==> config.mk <==
export PLATFORM = sky130hd
export DESIGN_NAME = skt_cell
export DESIGN_NICKNAME = d
export VERILOG_FILES = /design/src/hw/rtl/skt_pkg.sv /design/src/hw/rtl/skt_cell.sv
export SDC_FILE = /design/constraint.sdc
export NUM_CORES = 1
export LEC_CHECK = 0
export ABC_AREA = 1
export BUFFER_PORTS_ARGS = -buffer_cell sky130_fd_sc_hd__buf_2
export CAP_MARGIN = 5
export CORE_MARGIN = 4
export CORE_UTILIZATION = 49
export CTS_CLUSTER_SIZE = 8
export DETAILED_ROUTE_END_ITERATION = 6
export PLACE_DENSITY = 0.87
export SYNTH_ARGS = -nofsm -noshare
export SYNTH_HDL_FRONTEND = slang
export SYNTH_SLANG_ARGS = --single-unit
==> constraint.sdc <==
create_clock -name clk -period 4.3 [get_ports clk]
set_input_delay 0 -clock clk [delete_from_list [all_inputs] [get_ports clk]]
set_output_delay 0 -clock clk [all_outputs]
set_load 0.01 [all_outputs]
==> src/hw/rtl/skt_pkg.sv <==
`timescale 1ns / 1ps
`default_nettype none

package skt_pkg;

	localparam int DEPTH_DEF    = 64;
	localparam int KEY_BITS_DEF = 32;

	localparam int OP_W     = 2;
	localparam int IN_KEY_W = 32;
	localparam int ID_W     = 16;
	localparam int STATUS_W = 2;
	localparam int COUNT_W  = 7;

	typedef enum logic [OP_W-1:0] {
		OP_INSERT = 2'd0,
		OP_REMOVE = 2'd1,
		OP_FIND   = 2'd2
	} op_code_t;

	typedef enum logic [STATUS_W-1:0] {
		STAT_DONE      = 2'd0,
		STAT_NOT_FOUND = 2'd1,
		STAT_FULL      = 2'd2
	} status_code_t;

	typedef enum logic [2:0] {
		ST_IDLE,
		ST_CMP,
		ST_SEARCH,
		ST_APPLY,
		ST_DONE
	} state_t;

	typedef struct packed {
		logic cmp;
		logic load_new;
		logic take_below;
		logic take_above;
	} cell_cmd_t;

endpackage

`default_nettype wire

==> src/hw/rtl/skt_cell.sv <==
`timescale 1ns / 1ps
`default_nettype none

module skt_cell import skt_pkg::*; #(
	parameter int KEY_BITS = KEY_BITS_DEF
) (
	input  wire logic                clk,
	input  wire cell_cmd_t           cmd,
	input  wire logic [KEY_BITS-1:0] key_in,
	input  wire logic [ID_W-1:0]     id_in,
	input  wire logic [KEY_BITS-1:0] below_key,
	input  wire logic [ID_W-1:0]     below_id,
	input  wire logic [KEY_BITS-1:0] above_key,
	input  wire logic [ID_W-1:0]     above_id,
	output logic [KEY_BITS-1:0]      key,
	output logic [ID_W-1:0]          id,
	output logic                     lt,
	output logic                     eq
);

	logic [KEY_BITS-1:0] key_q;
	logic [ID_W-1:0]     id_q;
	logic                lt_q;
	logic                eq_q;

	// Flags hold the comparison of the search key against this entry.
	always_ff @(posedge clk) begin
		if (cmd.cmp) begin
			lt_q <= key_in < key_q;
			eq_q <= key_in == key_q;
		end
		if (cmd.take_below) begin
			key_q <= below_key;
			id_q  <= below_id;
		end else if (cmd.take_above) begin
			key_q <= above_key;
			id_q  <= above_id;
		end else if (cmd.load_new) begin
			key_q <= key_in;
			id_q  <= id_in;
		end
	end

	assign key = key_q;
	assign id  = id_q;
	assign lt  = lt_q;
	assign eq  = eq_q;

endmodule

`default_nettype wire

# ---- Word-level counts from Yosys, hierarchy flattened
# Cells that the tools add are included.
dict set report totals {
  rom_bits 0
  latch_bits 0
  mem_count 0
  regBits 50
  inputBits 149
  mem_bits_rw 0
  out_inout_bits 50
  wordCells 13
}
dict set report classes {
  reduce_logical 1
  n_eq_ne 1
  add_sub_neg 0
  order_cmp 1
  mux 6
  div 0
  n_bitwise 0
  multipliers 0
  shifts 0
}
# operator n
set ops {}
lappend ops {{two-way mux 32 bit} 3}
lappend ops {{two-way mux 16 bit} 3}
lappend ops {{== test 32 bit} 1}
lappend ops {{< comparator 32 bit} 1}
lappend ops {{nonzero test 3 bit} 1}

# ---- Depth between registers and ports, before layout
# Gate-level depths: netlist of run 1.
dict set report logic_depth {
  word_depth 3
  depth_mapped 12
  depth_no_buf 12
}

# ---- Least setup slack after synthesis of run 1
# Ideal clock, no wire load.
dict set report synth_timing {
  path_type {input to register}
  from {in cmd[0] (netlist bit)}
  to {reg id_q[0], in the netlist id[0], enable pin}
  required_time_ns 3.893
  setup_time_ns 0.407
  cell_stages 4
  path_slack_ns 2.536
  path_buffers 2
  t_arrival_ns 1.358
  path_cell_list {buf_6 -> buf_2 -> nor2_1 -> nand2_1}
}
dict set report synth_between {
  elab_chain_len 1
}
# item line_no
set synth_rtl {}
lappend synth_rtl {{start: declaration} skt_cell.sv:8} ;# input wire cell_cmd_t cmd,
lappend synth_rtl {{nonzero test 3 bit (no source line)} n/a}
lappend synth_rtl {{end signal: assignment} skt_cell.sv:34} ;# id_q <= below_id;
lappend synth_rtl {{end signal: assignment} skt_cell.sv:37} ;# id_q <= above_id;
lappend synth_rtl {{end signal: assignment} skt_cell.sv:40} ;# id_q <= id_in;
lappend synth_rtl {{end: declaration} skt_cell.sv:22} ;# logic [ID_W-1:0] id_q;
# Every way passes these cells.
# A chain may end at the register's enable or synchronous reset.

# ---- Final worst setup path of run 1
dict set report layout_timing {
  from {in cmd[1] (netlist bit)}
  to {reg key_q[10], in the netlist key[10], enable pin}
}
dict set report layout_between {
  elab_chain_len 1
}
# item line_no
set layout_rtl {}
lappend layout_rtl {{nonzero test 3 bit (no source line)} n/a}
lappend layout_rtl {{end signal: assignment} skt_cell.sv:33} ;# key_q <= below_key;
lappend layout_rtl {{end signal: assignment} skt_cell.sv:36} ;# key_q <= above_key;
lappend layout_rtl {{end signal: assignment} skt_cell.sv:39} ;# key_q <= key_in;
lappend layout_rtl {{end: declaration} skt_cell.sv:21} ;# logic [KEY_BITS-1:0] key_q;
# Every way passes these cells.

==> key figures, run 1 <==
Logic synthesis
  – Most frequent cells after synthesis: a21oi_1 (80), nand2_1 (71), nor2_1 (57)
  – Post-Syn Nets: 588
  – Synth area leader: edfxtp_1
  – Seq/Total Area, Yosys: 42.5%
  – Mapped Cells: 407
  – Post-synth top area share: 42.5%
  – Post-synth EDFFs: 50
  – Top FF cell, synth: edfxtp_1
  – Cell with the most instances after synthesis: a21oi_1
  – Synth area leaders: edfxtp_1 (43%), a21oi_1 (11%), ha_1 (11%)
  – Synthesized flop and latch total: 50
  – YS warnings: 0
  – Asr flop ratio synth: 0%
  – Synth cell types: 24
  – Syn Std Cell Area: 3530 um2
  – Avg Inst Size Synth: 8.67 um2

GRT
  – Largest net degree at the start of global routing: between 50 and 60
  – First-pass GRT wire length: approximately 16 mm
  – Vias in the first global route: 3,655
  – Global route overflow: 0
  – Total GRT Usage: 23.0%
  – Initial antenna violation count: 0

Finish
  – Final core occ: 66.4%
  – Layout cell share with drive strength beyond 1: 42.3%
  – Layout Cells excl Fill: 692
  – Inserted Diodes: 0
  – Nets: 776
  – Multi-input gate area: 1700 um2
  – Area Growth Syn to Fin: 30.0%
  – Register area: 1500 um2
  – Layout fillers: 568
  – Design Area, Final: roughly 4600 um2

Clock network
  – Buffer depth of the longest clock path: 2
  – Post-CTS Setup Repair Bufs: 0
  – CTS tree: done
  – Worst skew pair latency: about 300 ps
  – Clk sinks: 50
  – H-tree depth: 2
  – Clk slew on worst S/H paths: 90 ps
  – CTS resizes: 0
  – Root Buffer: clkbuf_8
  – Clock buffer count from CTS: 5

Timing
  – Sum of negative setup slack: 0 ps
  – Final WS setup: 1990 ps
  – Unrepaired setup endpoints after global routing: no
  – Fin. Hold Viols: 0
  – Worst Skew: between 2 and 2.5 ps
  – Hold WS: 9.87 ps
  – Final Max Tran Viols: 0
  – Worst-Margin Slew: 1160 ps
  – Period Utilization, post-route: 53.7%
  – Final min period: 2310 ps
  – Relative slew slack: 22.6%
  – Final setup fails: 0
  – F_max: ~430 MHz

Worst setup path
  – Worst path bufs/invs: 3
  – Critical Path Source: cmd[1]
  – Crit. End Element: flop
  – CP delay by family, top: buffers and inverters
  – CP Max Fanout: 49
  – CP Launch Type: primary input
  – Crit Path Class: primary input to flop
  – Crit Reg-Reg Startpoint: key[31]$_DFFE_PP_
  – CP cell instances: buf_2, buf_4, inv_2, nand2_2
  – Slowest library cell on the worst path: nand2_2
  – Worst EP arrival: 2080 ps
  – Max incr delay on CP: a little under 900 ps
  – R2R Setup Slk: between 2000 and 3000 ps
  – CP required: just over 4000 ps

Drt
  – DR vias: 3,559
  – Via-per-instance ratio: 5.14
  – Drt drc: 0
  – Starting DRC count in detailed routing: about 170
  – WL/cell: between 10 and 15 um
  – Post-DRT Antenna Nets: 0
  – Drt pass-1 iters: 5
  – Final WL: just over 10 mm

Worst hold path
  – Hold Crit Class: primary input to flop
  – Hold Crit Start: below_key[25]

Die
  – Initial core utilization: 51.1%
  – Row cnt: 30
  – Core area: ~7000 um2
  – Die ar.: 8620 um2
  – Die H: 92.9 um
  – Die X-Extent: between 90 and 100 um
  – IO Pins: 199

Pwr
  – Part of the power in registers: 48.7%
  – Power Total: around 1.3 mW
  – Leakage: approximately 2.3 nW
  – Clk pwr share: 20.7%
  – Net Sw Frac: 31.3%
  – Switch Pwr: 0.402 mW
  – Int Pwr: 0.882 mW
  – Max IR drop VDD: around 140 uV
  – Pwr dens: 280 nW/um2
  – Combinational group share of total power: 30.6%

Placed design
  – Routability cong.: 0.783
  – Pre-CTS setup slack: 1650 ps
  – Buffers on Ports: 198
  – Detailed placement HPWL: approximately 7.6 mm
  – Post-Place Cells: 682
  – Area after DPL: 4490 um2

Outcome
  – Status: finished, final reports clean

Job
  – Max-Cap Viols: 0
-- placed cells by master, fill, tap and decap left out, drive strengths merged --
cell type    netlist  final
edfxtp            50     50
dlygate4sd3        0      2
nand4              2      2
nand2             81     81
clkbuf             2      5
o21bai             1      1
inv               42     42
o21a               1      1
nor3               3      3
nor2              57     57
buf               19    200
ha                32     32
a21oi            110    110
o21ai              2      2
clkinv             1      4
nand3              3      3
a21o               1      1
-- metal layers --
metal  up-vias  GRT usage (%)  wire (um)
met3        13           5.93        895
met5         -              0          0
met1      1632           24.8       3780
li1       1749              -          -
met2       165           44.0       5310
met4         0           6.35        140
-- state kept, by name, indices dropped and copies added, names as in the netlist --
register and cells:
key 32, lt 1, eq 1, id 16
-- path summary, 6_finish.rpt --
kind                       endpoint  depth (start not counted)
setup / recovery  key[10]$_DFFE_PP_                          4
hold / removal    key[25]$_DFFE_PP_                          3
setup reg to reg       lt$_DFFE_PP_                          9
hold reg to reg        eq$_DFFE_PP_                          5
-- worst min-delay path, cell delays in order --
cell,delay (ps)
buf_2,70
nor2_1,40
a21oi_2,80
-- power groups by stage --
stage                     Clock (mW)  Sequential [mW]  Combinational [mW]
after floorplan                    0            0.664               0.195
after global placement             0            0.634               0.375
after detailed placement           0            0.637               0.392
after CTS                      0.271            0.626               0.395
after global routing           0.289            0.633               0.442
final                          0.265            0.625               0.393
-- cells by family (layout without fill, tap and decap cells) --
group	Yosys count	in the layout	synth area share [%]
compound gates	115	115	19.7
flops	50	50	42.5
fa+ha+maj	32	32	11.3
buf+inv	64	253	9.39
simple gates	146	146	17.0
-- layout make-up --
| type | count | area share (%) |
|---|---|---|
| clock inverter | 3 | 0.245 |
| sequential | 50 | 32.7 |
| tap | 96 | 2.62 |
| inverter | 43 | 3.54 |
| clock buffer | 5 | 1.50 |
| timing repair buffer | 202 | 22.4 |
| multi-input combinational | 293 | 37.0 |
-- timing repair --
action                                  4_1_cts  5_1_grt
hold buffers                                  1        1
hold endpoints to repair                      2        1
endpoints found under the setup margin        0        0
Note: power is estimated with default switching activity, not from simulation.
==> run 2, diff against run 1 <==
--- a/config.mk
+++ b/config.mk
@@ -5,14 +5,14 @@
 export SDC_FILE = /design/constraint.sdc
 export NUM_CORES = 1
 export LEC_CHECK = 0
-export ABC_AREA = 1
+export ABC_AREA = 0
 export BUFFER_PORTS_ARGS = -buffer_cell sky130_fd_sc_hd__buf_2
 export CAP_MARGIN = 5
 export CORE_MARGIN = 4
-export CORE_UTILIZATION = 49
+export CORE_UTILIZATION = 44
 export CTS_CLUSTER_SIZE = 8
 export DETAILED_ROUTE_END_ITERATION = 6
-export PLACE_DENSITY = 0.87
+export PLACE_DENSITY = 0.8
 export SYNTH_ARGS = -nofsm -noshare
 export SYNTH_HDL_FRONTEND = slang
 export SYNTH_SLANG_ARGS = --single-unit
==> constraint.sdc (replaced) <==
create_clock -name clk -period 2.2 [get_ports clk]
set_input_delay 0 -clock clk [delete_from_list [all_inputs] [get_ports clk]]
set_output_delay 0 -clock clk [all_outputs]
set_load 0.01 [all_outputs]
==> key figures, run 2 <==
Clock network
  – CTS tree: done
  – Root Buffer: clkbuf_8
  – Clock buffer count from CTS: 5 (unchanged)
  – Clk sinks: 50 (unchanged)
  – Buffer depth of the longest clock path: 2 (unchanged)
  – Worst skew pair latency: 300 ps (about the same)
  – H-tree depth: 2 (unchanged)
  – Clk slew on worst S/H paths: 90 ps (about the same)

Die
  – Initial core utilization: 45.5% (-5.7 points)
  – Die ar.: 8940 um2 (+3.7%)
  – Die H: 94.6 um (+1.8%)
  – IO Pins: 199 (unchanged)
  – Die X-Extent: 94.6 um (+1.8%)
  – Core area: 7250 um2 (+5.0%)
  – Row cnt: 31 (+3.3%)

Worst setup path
  – Crit Path Class: flop to flop
  – CP required: 2260 ps (-1820 ps)
  – Max incr delay on CP: 350 ps (-530 ps)
  – Slowest library cell on the worst path: edfxtp_1
  – CP Launch Type: flop
  – CP Max Fanout: 3 (-94%)
  – Crit. End Element: flop
  – Worst EP arrival: 1920 ps (-160 ps)
  – CP cell instances: inv_1, ha_1, nand4_1, or2_1, nor3_2, a211oi_1, o221a_1
  – Crit Reg-Reg Startpoint: key[15]$_DFFE_PP_
  – Critical Path Source: key[15]$_DFFE_PP_

Timing
  – F_max: 536 MHz
  – Relative slew slack: 48.2% (+26 points)
  – Fin. Hold Viols: 0 (unchanged)
  – Worst-Margin Slew: 776 ps (-380 ps)
  – Final Max Tran Viols: 0 (unchanged)
  – Final WS setup: 336 ps (-1660 ps)
  – Sum of negative setup slack: 0 ps (unchanged)
  – Period Utilization, post-route: 84.7%
  – Worst Skew: 2.86 ps (+0.508 ps)
  – Final min period: between 1500 and 2000 ps
  – Unrepaired setup endpoints after global routing: no
  – Final setup fails: 0 (unchanged)

Drt
  – Post-DRT Antenna Nets: 0 (unchanged)
  – Drt pass-1 iters: 6 (+1)
  – Drt drc: 0 (unchanged)
  – WL met3: 746 um (-17%)
  – Top sig layer: met4
  – WL met1: 3.61 mm (-4.5%)
  – WL/cell: 14.6 um (+0.11%)
  – DR vias: 3,196 (-10%)
  – Final WL: 9.51 mm (-6.1%)
  – Met2 WL post-DR: 4.86 mm (-8.5%)
  – Via-per-instance ratio: 4.92 (-4.2%)
  – Starting DRC count in detailed routing: 110 (-35%)

GRT
  – Vias in the first global route: 3,344 (-8.5%)
  – Largest net degree at the start of global routing: 97 (+90%)
  – Total GRT Usage: 20.7% (-2.4 points)
  – Global route overflow: 0 (unchanged)
  – First-pass GRT wire length: 14.6 mm (-9.4%)
  – Initial antenna violation count: 0 (unchanged)

Logic synthesis
  – Cell with the most instances after synthesis: nand2_1
  – Top FF cell, synth: edfxtp_1
  – Mapped Cells: 327 (-20%)
  – YS warnings: 0 (unchanged)
  – Post-synth top area share: 45.5% (+3.0 points)
  – Synth area leader: edfxtp_1
  – Post-Syn Nets: 508 (-14%)
  – Synth area leaders: edfxtp_1 (46%), mux2i_1 (15%), ha_1 (12%)
  – Syn Std Cell Area: 3300 um2 (-6.6%)
  – Synthesized flop and latch total: 50 (unchanged)
  – Asr flop ratio synth: 0% (unchanged)
  – Synth cell types: 26 (+8.3%)
  – Post-synth EDFFs: 50 (unchanged)
  – Avg Inst Size Synth: 10.1 um2 (+16%)
  – Most frequent cells after synthesis: nand2_1 (58), edfxtp_1 (50), o21ai_0 (50)
  – Seq/Total Area, Yosys: 45.5% (+3.0 points)

Placed design
  – Pre-CTS setup slack: 339 ps (-1310 ps)
  – Post-Place Cells: 610 (-11%)
  – Buffers on Ports: 198 (unchanged)
  – Detailed placement HPWL: 7.19 mm (-5.0%)
  – Routability cong.: 0.792 (+1.2%)

Finish
  – Most frequent cells in the layout: buf_2 (198), nand2_1 (58), o21ai_0 (50), edfxtp_1 (50), mux2i_1 (48)
  – Area Growth Syn to Fin: 45.1%
  – Inserted Diodes: 0 (unchanged)
  – Largest register FFs: 32 (unchanged)
  – Final core occ: 65.9% (-0.50 points)
  – Layout cell share with drive strength beyond 1: 38.5% (-3.7 points)
  – Commonest non-fill, non-tap cell in the layout: buf_2
  – Layout fillers: 593 (+4.4%)
  – Layout Cells excl Fill: 649 (-6.2%)
  – Nets: 731 (-5.8%)

Pwr
  – Clk pwr share: 21.0% (+0.3 points)
  – Power Total: 2.49 mW (+94%)
  – Switch Pwr: 0.734 mW (+83%)
  – Int Pwr: 1.76 mW (+99%)
  – Leakage: 2.47 nW (+6.1%)
  – Max IR drop VDD: 307 uV (+110%)
  – Pwr dens: 521 nW/um2 (+86%)
  – Part of the power in registers: 48.8% (about the same)
  – Combinational group share of total power: 30.2% (-0.4 points)
  – Net Sw Frac: 29.4% (-1.9 points)

Worst hold path
  – Hold Crit Class: primary input to flop
  – Hold Crit Start: below_key[13]

Job
  – Max-Cap Viols: 0 (unchanged)

Outcome
  – Status: finished, final reports clean
==> run 2: cell types whose count changed in the layout (fill, tap and decap cells not counted), sizes merged, moves of 8 or more <==
cell / change
inv: -8
dlygate4sd3: +30
o21ai: +48
nand2: -23
nor2: -55
a21oi: -98
mux2i: +48
==> run 2: worst max-delay path, delay by kind of cell, from the launching register on <==
family / cells / cell delay [ps]
adder cells (fa/ha/maj): 1 / 300
AO/OA/AOI/OAI: 2 / 340
buffers and inverters: 1 / 50
AND/OR/NAND/NOR: 3 / 590
flip-flops: 1 / 350
==> run 2: kinds of logic after synthesis <==
kind of cell    synth area share, %
mux                            14.6
fa+ha+maj                      12.1
flops                          45.5
compound gates                 12.1
buf+inv                        6.19
simple gates                   9.45
==> run 2: path summary, 6_finish.rpt <==
check | to | slack [ps] | depth (start not counted)
hold reg to reg | eq$_DFFE_PP_ | 770 | 3
setup / recovery | lt$_DFFE_PP_ | 340 | 7
setup reg to reg | lt$_DFFE_PP_ | 340 | 7
hold / removal | key[13]$_DFFE_PP_ | 5 | 3
==> run 2: routing by layer <==
layer,up-vias,GRT usage [%]
met5,-,0
met1,1419,22.3
met4,0,8.29
li1,1606,-
met3,25,4.38
met2,146,39.0
==> run 2: what timing repair did <==
| item | 4_1_cts | 5_1_grt |
|---|---|---|
| setup buffers | 0 | 0 |
| endpoints found under the hold margin | 32 | 1 |
| setup endpoints to repair | 0 | 0 |
| resized for setup | 0 | 0 |
| hold buffers | 31 | 1 |
==> run 2: layout make-up <==
class / count / area, um2 / area share, %
tap: 99 / 124 / 2.59
sequential: 50 / 1500 / 31.4
multi-input combinational: 226 / 1590 / 33.3
clock inverter: 2 / 10.0 / 0.209
clock buffer: 5 / 68.8 / 1.44
timing repair buffer: 233 / 1360 / 28.4
inverter: 34 / 128 / 2.67
==> run 2: power by group through the flow <==
stage	Combinational, mW	Sequential (mW)	Clock [mW]
2_1_floorplan	0.314	1.30	0
3_3_place_gp	0.686	1.23	0
3_5_place_dp	0.712	1.24	0
4_1_cts	0.757	1.22	0.528
5_1_grt	0.847	1.23	0.569
6_report	0.753	1.22	0.522
==> run 2: stage by stage <==
step           cell area, um2  hold WS, ps
3_5_place_dp             4380          235
5_1_grt                  4780         15.5
2_1_floorplan            3300          112
3_3_place_gp             4380          229
4_1_cts                  4770        0.517
6_report                 4780         4.86
==> run 3, diff against run 2 <==
--- a/config.mk
+++ b/config.mk
@@ -9,10 +9,10 @@
 export BUFFER_PORTS_ARGS = -buffer_cell sky130_fd_sc_hd__buf_2
 export CAP_MARGIN = 5
 export CORE_MARGIN = 4
-export CORE_UTILIZATION = 44
+export CORE_UTILIZATION = 40
 export CTS_CLUSTER_SIZE = 8
 export DETAILED_ROUTE_END_ITERATION = 6
-export PLACE_DENSITY = 0.8
+export PLACE_DENSITY = 0.77
 export SYNTH_ARGS = -nofsm -noshare
 export SYNTH_HDL_FRONTEND = slang
 export SYNTH_SLANG_ARGS = --single-unit
==> constraint.sdc (replaced) <==
create_clock -name clk -period 1.51 [get_ports clk]
set_input_delay 0 -clock clk [delete_from_list [all_inputs] [get_ports clk]]
set_output_delay 0 -clock clk [all_outputs]
set_load 0.01 [all_outputs]
==> key figures, run 3 (synthesis results as in run 2) <==
Worst setup path
  – Worst EP arrival: 1870 ps (-50 ps)
  – Crit Path Class: flop to flop
  – CP required: 1560 ps (-700 ps)
  – Reg2reg path depth: 7 (unchanged)
  – Slowest library cell on the worst path: edfxtp_1
  – Worst path bufs/invs: 1 (unchanged)
  – Critical Path Source: key[11]$_DFFE_PP_
  – CP delay by family, top: simple AND/OR/NAND/NOR gates
  – CP Max Fanout: 3 (unchanged)
  – CP cell instances: inv_1, ha_4, nand4_1, or2_1, nor3_2, a211oi_2, o221a_1
  – Max incr delay on CP: 360 ps (about the same)
  – CP Launch Type: flop
  – Stages on worst setup path: 7 (unchanged)
  – Crit Reg-Reg Startpoint: key[11]$_DFFE_PP_
  – Crit. End Element: flop

Finish
  – Inserted Diodes: 0 (unchanged)
  – Largest register FFs: 32 (unchanged)
  – Design Area, Final: 5090 um2 (+6.4%)
  – Final core occ: 64.5% (-1.4 points)
  – Commonest non-fill, non-tap cell in the layout: buf_2
  – Most frequent cells in the layout: buf_2 (198), nand2_1 (57), o21ai_0 (50), edfxtp_1 (50), mux2i_1 (48)
  – Nets: 758 (+3.7%)
  – Layout Cells excl Fill: 679 (+4.6%)
  – Layout fillers: 640 (+7.9%)
  – Layout cell share with drive strength beyond 1: 42.8% (+4.3 points)
  – Area Growth Syn to Fin: 54.4%

Timing
  – Final min period: 1820 ps (-46.3 ps)
  – Hold WS: 8.47 ps (+3.62 ps)
  – Final Max Tran Viols: 0 (unchanged)
  – Final WS setup: -308 ps (-644 ps)
  – Period Utilization, post-route: 120% (+36 points)
  – Worst-Margin Slew: 346 ps (-430 ps)
  – Fin. Hold Viols: 0 (unchanged)
  – Unrepaired setup endpoints after global routing: yes
  – F_max: 550 MHz (+2.5%)
  – Final setup fails: 2 (+2)
  – Sum of negative setup slack: -437 ps (-437 ps)
  – Worst Skew: 3.34 ps (+0.480 ps)
  – Relative slew slack: 76.9% (+29 points)

Clock network
  – Clk slew on worst S/H paths: 90 ps (about the same)
  – Buffer depth of the longest clock path: 2 (unchanged)
  – CTS tree: done
  – Clk sinks: 50 (unchanged)
  – Worst skew pair latency: 290 ps (about the same)
  – Root Buffer: clkbuf_8
  – H-tree depth: 2 (unchanged)
  – Clock buffer count from CTS: 5 (unchanged)

Outcome
  – Status: complete, but fails checks
  – Violated checks: setup timing

Placed design
  – Area after DPL: 4600 um2 (+5.0%)
  – Pre-CTS setup slack: -309 ps (-649 ps)
  – Post-Place Cells: 636 (+4.3%)
  – Routability cong.: 0.821 (+3.7%)
  – Buffers on Ports: 198 (unchanged)
  – Detailed placement HPWL: 7.60 mm (+5.7%)

Worst hold path
  – Hold Crit Start: below_key[23]
  – Worst hold path cell count: 3 (unchanged)
  – Hold Crit Class: primary input to flop

Pwr
  – Combinational group share of total power: 33.1% (+2.9 points)
  – Power Total: 3.76 mW (+51%)
  – Int Pwr: 2.67 mW (+52%)
  – Leakage: 2.61 nW (+5.7%)
  – Max IR drop VDD: 432 uV (+41%)
  – Clk pwr share: 19.7% (-1.3 points)
  – Net Sw Frac: 29.0% (-0.47 points)
  – Switch Pwr: 1.09 mW (+48%)
  – Part of the power in registers: 47.3% (-1.5 points)
  – Pwr dens: 739 nW/um2 (+42%)

Drt
  – Via-per-instance ratio: 4.92 (-0.14%)
  – Drt drc: 0 (unchanged)
  – Post-DRT Antenna Nets: 0 (unchanged)
  – WL/cell: 14.8 um (+1.2%)
  – Final WL: 10.1 mm (+5.9%)
  – Drt pass-1 iters: 4 (-2)
  – DR vias: 3,339 (+4.5%)
  – Starting DRC count in detailed routing: 121 (+10%)

GRT
  – Total GRT Usage: 20.3% (-0.40 points)
  – Largest net degree at the start of global routing: 97 (unchanged)
  – Vias in the first global route: 3,488 (+4.3%)
  – Global route overflow: 0 (unchanged)
  – Initial antenna violation count: 1 (+1)
  – First-pass GRT wire length: 16.0 mm (+9.3%)

Die
  – Core area: 7890 um2 (+8.7%)
  – IO Pins: 199 (unchanged)
  – Initial core utilization: 41.8% (-3.7 points)
  – Row cnt: 32 (+3.2%)
  – Die H: 98.8 um (+4.5%)
  – Die X-Extent: 98.8 um (+4.5%)
  – Die ar.: 9760 um2 (+9.1%)

Job
  – Max-Cap Viols: 0 (unchanged)
==> run 3: cell types whose count changed in the layout (fill, tap and decap cells not counted), moves of 2 or more <==
| cell | previous run | this run |
|---|---|---|
| buf_12 | 2 | 4 |
| inv_1 | 34 | 31 |
| inv_2 | 0 | 3 |
| ha_4 | 0 | 4 |
| buf_4 | 1 | 23 |
| dlygate4sd3_1 | 32 | 35 |
| ha_1 | 32 | 28 |
==> run 3: routing by layer <==
metal / global-route usage [%] / share of wire, %
met5: 0 / 0.16
met4: 4.94 / 1.6
met3: 5.24 / 8.3
met2: 39.2 / 54
met1: 21.7 / 36
==> run 3: path summary, 6_finish.rpt <==
| path | slack, ps | end |
|---|---|---|
| min reg2reg | 820 | eq$_DFFE_PP_ |
| max | -310 | lt$_DFFE_PP_ |
| max reg2reg | -310 | lt$_DFFE_PP_ |
| min | 8 | key[23]$_DFFE_PP_ |
==> run 3: what timing repair did <==
item	in CTS	in global routing
hold buffers	35	0
resized for setup	7	1
setup buffers	2	0
pin swaps	5	1
setup endpoints to repair	2	2
endpoints found under the hold margin	36	0
==> run 3: cell type report <==
class	count	area, um2	area share [%]
tap	102	128	2.51
inverter	34	128	2.51
sequential	50	1500	29.5
timing repair buffer	260	1590	31.3
multi-input combinational	226	1660	32.6
clock inverter	2	10.0	0.197
clock buffer	5	68.8	1.35
==> run 3: tightest hold or removal path, stage by stage <==
cell,delay [ps]
buf_2,80
nand2_1,40
o21ai_0,70
==> run 3: power groups by stage <==
| stage | sequential [mW] | clock (mW) | combinational (mW) |
|---|---|---|---|
| floorplan | 1.89 | 0 | 0.463 |
| global placement | 1.80 | 0 | 1.10 |
| detailed placement | 1.81 | 0 | 1.15 |
| CTS | 1.78 | 0.780 | 1.25 |
| global route | 1.80 | 0.824 | 1.39 |
| finish | 1.78 | 0.740 | 1.24 |
